==> config.mk <==
export PLATFORM = sky130hd
export DESIGN_NAME = exact_ratio_scale_accumulator_flat
export DESIGN_NICKNAME = d
export VERILOG_FILES = /design/src/hdl/ersa_pkg.sv /design/src/hdl/ersa_channels.sv /design/src/hdl/exact_ratio_scale_accumulator.sv /design/src/flat_wrapper.sv
export VERILOG_INCLUDE_DIRS = /design/src /design/src/hdl
export SDC_FILE = /design/constraint.sdc
export NUM_CORES = 1
export LEC_CHECK = 0
export ABC_AREA = 1
export BUFFER_PORTS_ARGS = -buffer_cell sky130_fd_sc_hd__buf_2
export CAP_MARGIN = 20
export CORE_AREA = 4 4 188 190
export DETAILED_ROUTE_END_ITERATION = 16
export DIE_AREA = 0 0 192 194
export HOLD_SLACK_MARGIN = 0.15
export PLACE_DENSITY_LB_ADDON = 0.1
export SYNTH_ARGS = -nofsm -noshare
export SYNTH_HDL_FRONTEND = slang
export SYNTH_SLANG_ARGS = --single-unit
==> constraint.sdc <==
create_clock -name clk -period 6.3 [get_ports clk]
set_input_delay 1.89 -clock clk [delete_from_list [all_inputs] [get_ports clk]]
set_output_delay 1.89 -clock clk [all_outputs]
set_load 0.05 [all_outputs]
==> src/hdl/exact_ratio_scale_accumulator_defines.svh <==
// Assertion macros for the exact-ratio scale accumulator.
// Included by the RTL files that carry concurrent checks; no other dependencies.
`ifndef EXACT_RATIO_SCALE_ACCUMULATOR_DEFINES_SVH
`define EXACT_RATIO_SCALE_ACCUMULATOR_DEFINES_SVH
`ifndef SYNTH
// Check a property on every rising edge, skipped while reset is high.
`define ERSA_ASSERT(label, clk, rst, prop) \
  label: assert property (@(posedge clk) disable iff (rst) prop) \
    else $error("ersa assertion failed");
// Check a property on every rising edge, reset included.
`define ERSA_ASSERT_ALWAYS(label, clk, prop) \
  label: assert property (@(posedge clk) prop) \
    else $error("ersa assertion failed");
`else
`define ERSA_ASSERT(label, clk, rst, prop)
`define ERSA_ASSERT_ALWAYS(label, clk, prop)
`endif
`endif

==> src/hdl/ersa_pkg.sv <==
// Shared types and constants for the exact-ratio scale accumulator.
// No dependencies; used by the channel interfaces and the top level.
`default_nettype none

package ersa_pkg;

  localparam int AMOUNT_W = 16;
  localparam int RATIO_W  = 32;
  localparam int TOTAL_W  = 16;
  localparam int STATUS_W = 2;
  localparam int CNT_W    = 5;

  // Last step index of the multiply and divide phases.
  localparam logic [CNT_W-1:0] MUL_LAST = 5'd15;
  localparam logic [CNT_W-1:0] DIV_LAST = 5'd31;

  typedef enum logic [STATUS_W-1:0] {
    ST_OK        = 2'd0,
    ST_OVERFLOW  = 2'd1,
    ST_INEXACT   = 2'd2,
    ST_BAD_RATIO = 2'd3
  } status_t;

endpackage

`default_nettype wire

==> src/hdl/ersa_channels.sv <==
// Valid/ready channel interfaces for the item and result streams.
// Depends on ersa_pkg for field widths.
`default_nettype none

interface ersa_item_if
  import ersa_pkg::*;
();
  logic                valid;
  logic                ready;
  logic [AMOUNT_W-1:0] amount_low;
  logic                amount_high_nonzero;
  logic [RATIO_W-1:0]  ratio_numerator;
  logic [RATIO_W-1:0]  ratio_denominator;
  logic                restart;

  modport source (
    output valid, amount_low, amount_high_nonzero, ratio_numerator,
           ratio_denominator, restart,
    input  ready
  );
  modport sink (
    input  valid, amount_low, amount_high_nonzero, ratio_numerator,
           ratio_denominator, restart,
    output ready
  );
endinterface

interface ersa_result_if
  import ersa_pkg::*;
();
  logic                valid;
  logic                ready;
  logic [STATUS_W-1:0] status;
  logic [TOTAL_W-1:0]  total;

  modport source (output valid, status, total, input ready);
  modport sink (input valid, status, total, output ready);
endinterface

`default_nettype wire

==> src/hdl/exact_ratio_scale_accumulator.sv <==
// Exact-ratio scale accumulator: scales each amount by numerator/denominator
// and keeps a 16-bit running total. Depends on ersa_pkg, the channel
// interfaces and exact_ratio_scale_accumulator_defines.svh.
//
// One item is worked at a time. Where the status is decided up front (wide
// amount, zero ratio, equal ratio) the item goes straight to the final
// cycle; otherwise it first passes a bit-serial shift-add multiply (one
// amount bit per cycle, MSB first) and a restoring divide (one quotient bit
// per cycle), then the final cycle forms the sum. A product past 32 bits
// skips the divide. The item port opens on the cycle after the result is
// loaded, so a new item is taken only once the last one is through. The
// final cycle waits while the output register still holds an untaken
// result, which stalls the item port. The exactness test uses the divide
// remainder: since the product is formed exactly, floor(q*den/num) equals
// the amount exactly when the remainder is zero. On any error the running
// total is held; a restart clears it before the item is evaluated.
`default_nettype none
`include "exact_ratio_scale_accumulator_defines.svh"

module exact_ratio_scale_accumulator
  import ersa_pkg::*;
(
  input  wire logic     clk,
  input  wire logic     rst,
  ersa_item_if.sink     item,
  ersa_result_if.source result
);

  typedef enum logic [1:0] {
    S_IDLE,
    S_MUL,
    S_DIV,
    S_FINISH
  } state_t;

  state_t               state;
  logic [CNT_W-1:0]     cnt;
  logic [AMOUNT_W-1:0]  amt_sr;     // amount bits, MSB first into the multiply
  logic [RATIO_W-1:0]   num;
  logic [RATIO_W-1:0]   den;
  logic [RATIO_W-1:0]   quo;        // product, then dividend/quotient shifter
  logic [RATIO_W-1:0]   rem;
  logic                 prod_ovf;   // sticky: product passed 32 bits
  status_t              status_pre; // status decided before the sum
  logic [TOTAL_W-1:0]   total;
  logic                 res_valid;
  status_t              res_status;
  logic [TOTAL_W-1:0]   res_total;

  logic                 item_acc;
  logic [RATIO_W+1:0]   mul_next;
  logic [RATIO_W:0]     div_trial;
  logic                 div_ge;
  logic [RATIO_W-1:0]   rem_next;
  logic [TOTAL_W:0]     sum_wide;
  logic                 sum_ovf;
  status_t              fin_status;

  assign item.ready    = (state == S_IDLE);
  assign item_acc      = item.valid && item.ready;
  assign result.valid  = res_valid;
  assign result.status = res_status;
  assign result.total  = res_total;

  always_comb begin
    // Multiply step: double the partial product, add num when the amount bit is set.
    mul_next  = {1'b0, quo, 1'b0} + {2'b00, (amt_sr[AMOUNT_W-1] ? num : '0)};
    // Divide step: bring in the next dividend bit and try to subtract.
    div_trial = {rem, quo[RATIO_W-1]};
    div_ge    = (div_trial >= {1'b0, den});
    rem_next  = div_ge ? RATIO_W'(div_trial - {1'b0, den}) : div_trial[RATIO_W-1:0];
    // Final add of the scaled amount onto the running total.
    sum_wide  = {1'b0, total} + {1'b0, quo[TOTAL_W-1:0]};
    sum_ovf   = (quo[RATIO_W-1:TOTAL_W] != '0) || sum_wide[TOTAL_W];
    if (status_pre != ST_OK) begin
      fin_status = status_pre;
    end else if (sum_ovf) begin
      fin_status = ST_OVERFLOW;
    end else begin
      fin_status = ST_OK;
    end
  end

  always_ff @(posedge clk) begin
    if (rst) begin
      state      <= S_IDLE;
      cnt        <= '0;
      total      <= '0;
      res_valid  <= 1'b0;
      prod_ovf   <= 1'b0;
      status_pre <= ST_OK;
    end else begin
      // Drop the result once the sink takes the transaction; the final cycle
      // loads the next one itself.
      if (result.ready && state != S_FINISH) begin
        res_valid <= 1'b0;
      end
      case (state)
        S_IDLE: begin
          if (item_acc) begin
            amt_sr   <= item.amount_low;
            num      <= item.ratio_numerator;
            den      <= item.ratio_denominator;
            rem      <= '0;
            cnt      <= '0;
            prod_ovf <= 1'b0;
            if (item.restart) begin
              total <= '0;
            end
            if (item.amount_high_nonzero) begin
              status_pre <= ST_OVERFLOW;
              state      <= S_FINISH;
            end else if (item.ratio_numerator == '0 || item.ratio_denominator == '0) begin
              status_pre <= ST_BAD_RATIO;
              state      <= S_FINISH;
            end else if (item.ratio_numerator == item.ratio_denominator) begin
              // Equal ratio: add the amount unscaled.
              status_pre <= ST_OK;
              quo        <= {{(RATIO_W-AMOUNT_W){1'b0}}, item.amount_low};
              state      <= S_FINISH;
            end else begin
              status_pre <= ST_OK;
              quo        <= '0;
              state      <= S_MUL;
            end
          end
        end
        S_MUL: begin
          quo    <= mul_next[RATIO_W-1:0];
          amt_sr <= {amt_sr[AMOUNT_W-2:0], 1'b0};
          if (mul_next[RATIO_W+1:RATIO_W] != 2'b00) begin
            prod_ovf <= 1'b1;
          end
          if (cnt == MUL_LAST) begin
            cnt <= '0;
            if (prod_ovf || mul_next[RATIO_W+1:RATIO_W] != 2'b00) begin
              status_pre <= ST_OVERFLOW;
              state      <= S_FINISH;
            end else begin
              state <= S_DIV;
            end
          end else begin
            cnt <= cnt + 1'b1;
          end
        end
        S_DIV: begin
          rem <= rem_next;
          quo <= {quo[RATIO_W-2:0], div_ge};
          if (cnt == DIV_LAST) begin
            cnt   <= '0;
            state <= S_FINISH;
            if (rem_next != '0) begin
              status_pre <= ST_INEXACT;
            end
          end else begin
            cnt <= cnt + 1'b1;
          end
        end
        S_FINISH: begin
          // Hold here until the output register is free.
          if (!res_valid || result.ready) begin
            res_valid  <= 1'b1;
            res_status <= fin_status;
            if (fin_status == ST_OK) begin
              total     <= sum_wide[TOTAL_W-1:0];
              res_total <= sum_wide[TOTAL_W-1:0];
            end else begin
              res_total <= total;
            end
            state <= S_IDLE;
          end
        end
        default: begin
          state <= S_IDLE;
        end
      endcase
    end
  end

  // A wide amount goes straight to the final cycle as an overflow.
  `ERSA_ASSERT(a_wide_short_path, clk, rst, (item_acc && item.amount_high_nonzero) |=> (state == S_FINISH && status_pre == ST_OVERFLOW))
  // The running total moves only on an accepted item or at the final cycle.
  `ERSA_ASSERT(a_total_hold, clk, rst, (!item_acc && state != S_FINISH) |=> $stable(total))
  // The partial remainder always stays below the divisor.
  `ERSA_ASSERT(a_rem_bound, clk, rst, (state == S_DIV) |-> (rem < den))
  // The step counter never runs past the multiply length while multiplying.
  `ERSA_ASSERT(a_mul_count, clk, rst, (state == S_MUL) |-> (cnt <= MUL_LAST))

endmodule

`default_nettype wire
==> src/flat_wrapper.sv <==
// flat-port wrapper written by rule: the top's interface ports become plain ports
module exact_ratio_scale_accumulator_flat import ersa_pkg::*;
  (clk, rst, item_valid, item_amount_low, item_amount_high_nonzero, item_ratio_numerator, item_ratio_denominator, item_restart, item_ready, result_valid, result_status, result_total, result_ready);
  ersa_item_if item_i ();
  ersa_result_if result_i ();
  input  wire logic clk;
  input  wire logic rst;
  input wire logic [$bits(item_i.valid)-1:0] item_valid;
  input wire logic [$bits(item_i.amount_low)-1:0] item_amount_low;
  input wire logic [$bits(item_i.amount_high_nonzero)-1:0] item_amount_high_nonzero;
  input wire logic [$bits(item_i.ratio_numerator)-1:0] item_ratio_numerator;
  input wire logic [$bits(item_i.ratio_denominator)-1:0] item_ratio_denominator;
  input wire logic [$bits(item_i.restart)-1:0] item_restart;
  output wire logic [$bits(item_i.ready)-1:0] item_ready;
  output wire logic [$bits(result_i.valid)-1:0] result_valid;
  output wire logic [$bits(result_i.status)-1:0] result_status;
  output wire logic [$bits(result_i.total)-1:0] result_total;
  input wire logic [$bits(result_i.ready)-1:0] result_ready;
  assign item_i.valid = item_valid;
  assign item_i.amount_low = item_amount_low;
  assign item_i.amount_high_nonzero = item_amount_high_nonzero;
  assign item_i.ratio_numerator = item_ratio_numerator;
  assign item_i.ratio_denominator = item_ratio_denominator;
  assign item_i.restart = item_restart;
  assign item_ready = item_i.ready;
  assign result_valid = result_i.valid;
  assign result_status = result_i.status;
  assign result_total = result_i.total;
  assign result_i.ready = result_ready;
  exact_ratio_scale_accumulator u_core (.clk(clk), .rst(rst), .item(item_i), .result(result_i));
endmodule
==> qor.yml <==
outcome:
  status: "finished clean"
layout:
  multiInputGateArea_um2: 6850
  area.growth.synth_to_final_pct: 12.0
  nFillCells: 3374
  layout-drive-gt1-share_pct: 9.78
  regArea_um2: 5410
  nets: 2035
  final_area_um2: 15000
placed_design:
  dpl.hpwl_mm: 31.8
  routabilityCongestion: 0.924
  place_area_um2: 14400
  io_buffers: 105
  pre_cts_ws_ps: 1790
timing:
  slew-limit-headroom_pct: 30.1
  skew_ps: 18.3
  setup_viol: 0
  rsz0062_at_grt: "false"
  hold_viol: 0
  slew_viol_final: 0
  fmaxAchievable_mhz: 250
  fin_setup_tns_ps: 0
  min_period_over_period_pct: 63.6
  tightest_slew_ps: 1050
  worst_slack_ps: 2290
  fin_crit_ps: 4010
hold_path:
  hold_class: "flip-flop to flip-flop"
die:
  initial_core_util_pct: 40.0
  die_h_um: 194
  pin_count: 106
  die_x_um: 192
  dieArea_um2: 37200
  num_rows: 67
  core_region_area_um2: 33400
critical_path:
  cp-end-kind: "flip-flop"
  start_kind: "input pin"
  critical_path_peak_fanout: 16
  path_class: "input pin to flip-flop"
  worstPathArrival_ps: 4280
  required_ps: 6570
synthesis:
  synth_seq_cells: 189
  synthArstFlopShare_pct: 0
  netlist_area_um2: 13400
  yosysSeqAreaShare_pct: 40.4
  synth_nets: 1933
  synth_top_area_share_pct: 36.4
  synth_cells: 1757
  syn_area_per_cell_um2: 7.62
  synth_edf_count: 162
  synth_ff_type: "edfxtp_1"
  synth.distinct_cells: 50
  synth_area_leaders: "edfxtp_1 36%, nand2_1 15%, ha_1 8.1%"
  synth_area_leader_cell: "edfxtp_1"
  ys_warn_count: 0
power_and_ir_drop:
  power_leakage_nw: 6.85
  intPower_w: 0.00318
  seq_power_share_pct: 31.9
  swShare_pct: 46.4
  clockPowerShare_pct: 18.1
  powerDensity_nw_per_um2: 396
  share_comb_of_total_power_pct: 50.1
  ir_worst_vdd_mv: 0.215
  p_sw_w: 0.00276
flow_run:
  maxCapViolations: 0
clocking:
  postCtsHoldBufs: 0
  htreeDepth: 4
  clkSinkCount: 189
  numCtsBuffers: 17
  cts_resized: 0
  clk_latency_ps: 460
  clock_path_buffers: 2
  cts_setup_buffers: 0
  root_buffer: "clkbuf_16"
  cts_tree: "built"
  clk_pin_slew_ps: 80
drt:
  vias: 11800
  via_per_inst: 5.10
  routedWlPerCell_um: 17.4
  routed_wirelength_mm: 40.4
  drt_iter0_drc: 898
  drc_errors: 0
  first_pass_iters: 7
  ant_nets: 0
grt:
  grt_start_max_net_pins: 39
  grt_pass1_vias: 11400
  grt_pass1_wl_mm: 63.5
  antenna_found_initial: 1
  overflow: 0
  grt_usage_pct: 21.8
-- sequential cells by signal (all words and copies together), names as in the netlist --
name	flops
u_core.amt_sr	16
u_core.result.total	16
u_core.num	32
u_core.prod_ovf	1
u_core.rem	32
u_core.state	2
u_core.total	16
u_core.status_pre	2
u_core.den	32
u_core.cnt	5
u_core.quo	32
u_core.result.status	2
u_core.result.valid	1
-- cells in the mapped netlist, types with 2 or more instances --
library cell and count:
a21oi_2 2, ha_1 87, edfxtp_1 162, clkinv_1 4, fa_1 3, a211oi_1 3
a31oi_1 6, nor2_4 3, buf_2 3, xor2_1 12, a21oi_1 109, o31ai_1 2
a21o_1 9, a22oi_1 2, nand2_2 10, a21boi_0 3, dfxtp_1 27, inv_2 3
nor3_1 12, buf_1 3, nor4_1 20, nand3_1 65, or2_2 6, nand3b_1 30
o211ai_1 4, o22ai_1 8, nor2_1 143, o21bai_1 10, buf_6 3, o21ai_0 71
nand3_2 2, nand4_1 21, inv_1 258, o21ai_1 14, nor2_2 4, clkbuf_1 20
buf_4 3, o21a_1 4, xnor2_1 47, and2_1 2, nand2_1 536, o221ai_1 13
-- worst max-delay path, cell delays in order --
cell and delay, ps:
buf_2 120, xnor2_1 150, o221ai_1 120, or2_2 290, nor4_1 490, nand3_1 770
o211ai_1 430
-- layout make-up --
class	count	share of cell area (%)
clock buffer	18	2.86
inverter	265	6.64
tap	448	3.74
antenna	1	0.0167
clock inverter	14	0.852
sequential	189	36.1
multi-input combinational	1271	45.7
timing repair buffer	115	4.06
-- path summary, 6_finish.rpt --
| kind | end | slack [ps] | startpoint | depth (start not counted) |
|---|---|---|---|---|
| worst max-delay path | u_core.quo[10] | 2290 | item_ratio_denominator[20] | 7 |
| worst min-delay path | u_core.cnt[3] | 480 | u_core.cnt[3] | 2 |
| worst max register to register | u_core.quo[31] | 2730 | u_core.amt_sr[15] | 18 |
| worst min register to register | u_core.cnt[3] | 480 | u_core.cnt[3] | 2 |
-- layer usage --
metal	up-vias	wire length (um)	global-route usage, %
li1	6007	-	-
met1	5472	20200	33.2
met2	324	17100	32.1
met3	37	2440	3.60
met4	0	692	5.60
met5	-	0	0
-- cell usage in the layout (no fill, tap or decap), drive strengths merged --
cell and n:
xnor2 47, o221ai 13, a32o 1, clkinvlp 2, fa 3, nand3b 30, a211oi 3, nor2 150
and2 2, ha 87, nor3b 1, o32ai 1, inv 267, a21o 9, buf 115, edfxtp 162
o21ai 85, nand2 548, o22ai 8, nand3 67, or2 6, nand4 21, o211ai 4, o31ai 2
xor2 12, a31oi 6, o21a 4, nor4 21, clkbuf 18, clkinv 10, a21oi 111, dfxtp 27
and3 1, a22oi 2, o21bai 10, a21boi 4, diode 1, nor3 12
-- cells by family after synthesis --
family,synth area share (%)
AND/OR/NAND/NOR,27.4
buffers and inverters,8.61
AO/OA/AOI/OAI,11.2
flip-flops,40.4
adder cells (fa/ha/maj),8.58
XOR/XNOR,3.86
-- metrics by stage --
step           utilization (%)  power, W  hold WS, ps  std cells
2_1_floorplan                -   0.00404          445       1757
3_3_place_gp              43.1   0.00484          454       2287
3_5_place_dp              43.1   0.00485          465       2287
4_1_cts                   44.7   0.00594          479       2319
5_1_grt                   44.8   0.00644          508       2321
6_report                  44.8   0.00594          480       2321
-- power by group through the flow --
stage	Clock [W]	Combinational [W]	Sequential, W
final	0.00107	0.00297	0.00189
after global routing	0.00114	0.00337	0.00192
after CTS	0.00110	0.00296	0.00189
after detailed placement	0	0.00294	0.00192
after global placement	0	0.00293	0.00192
after floorplan	0	0.00217	0.00187
Note: power is estimated with default switching activity, not from simulation.
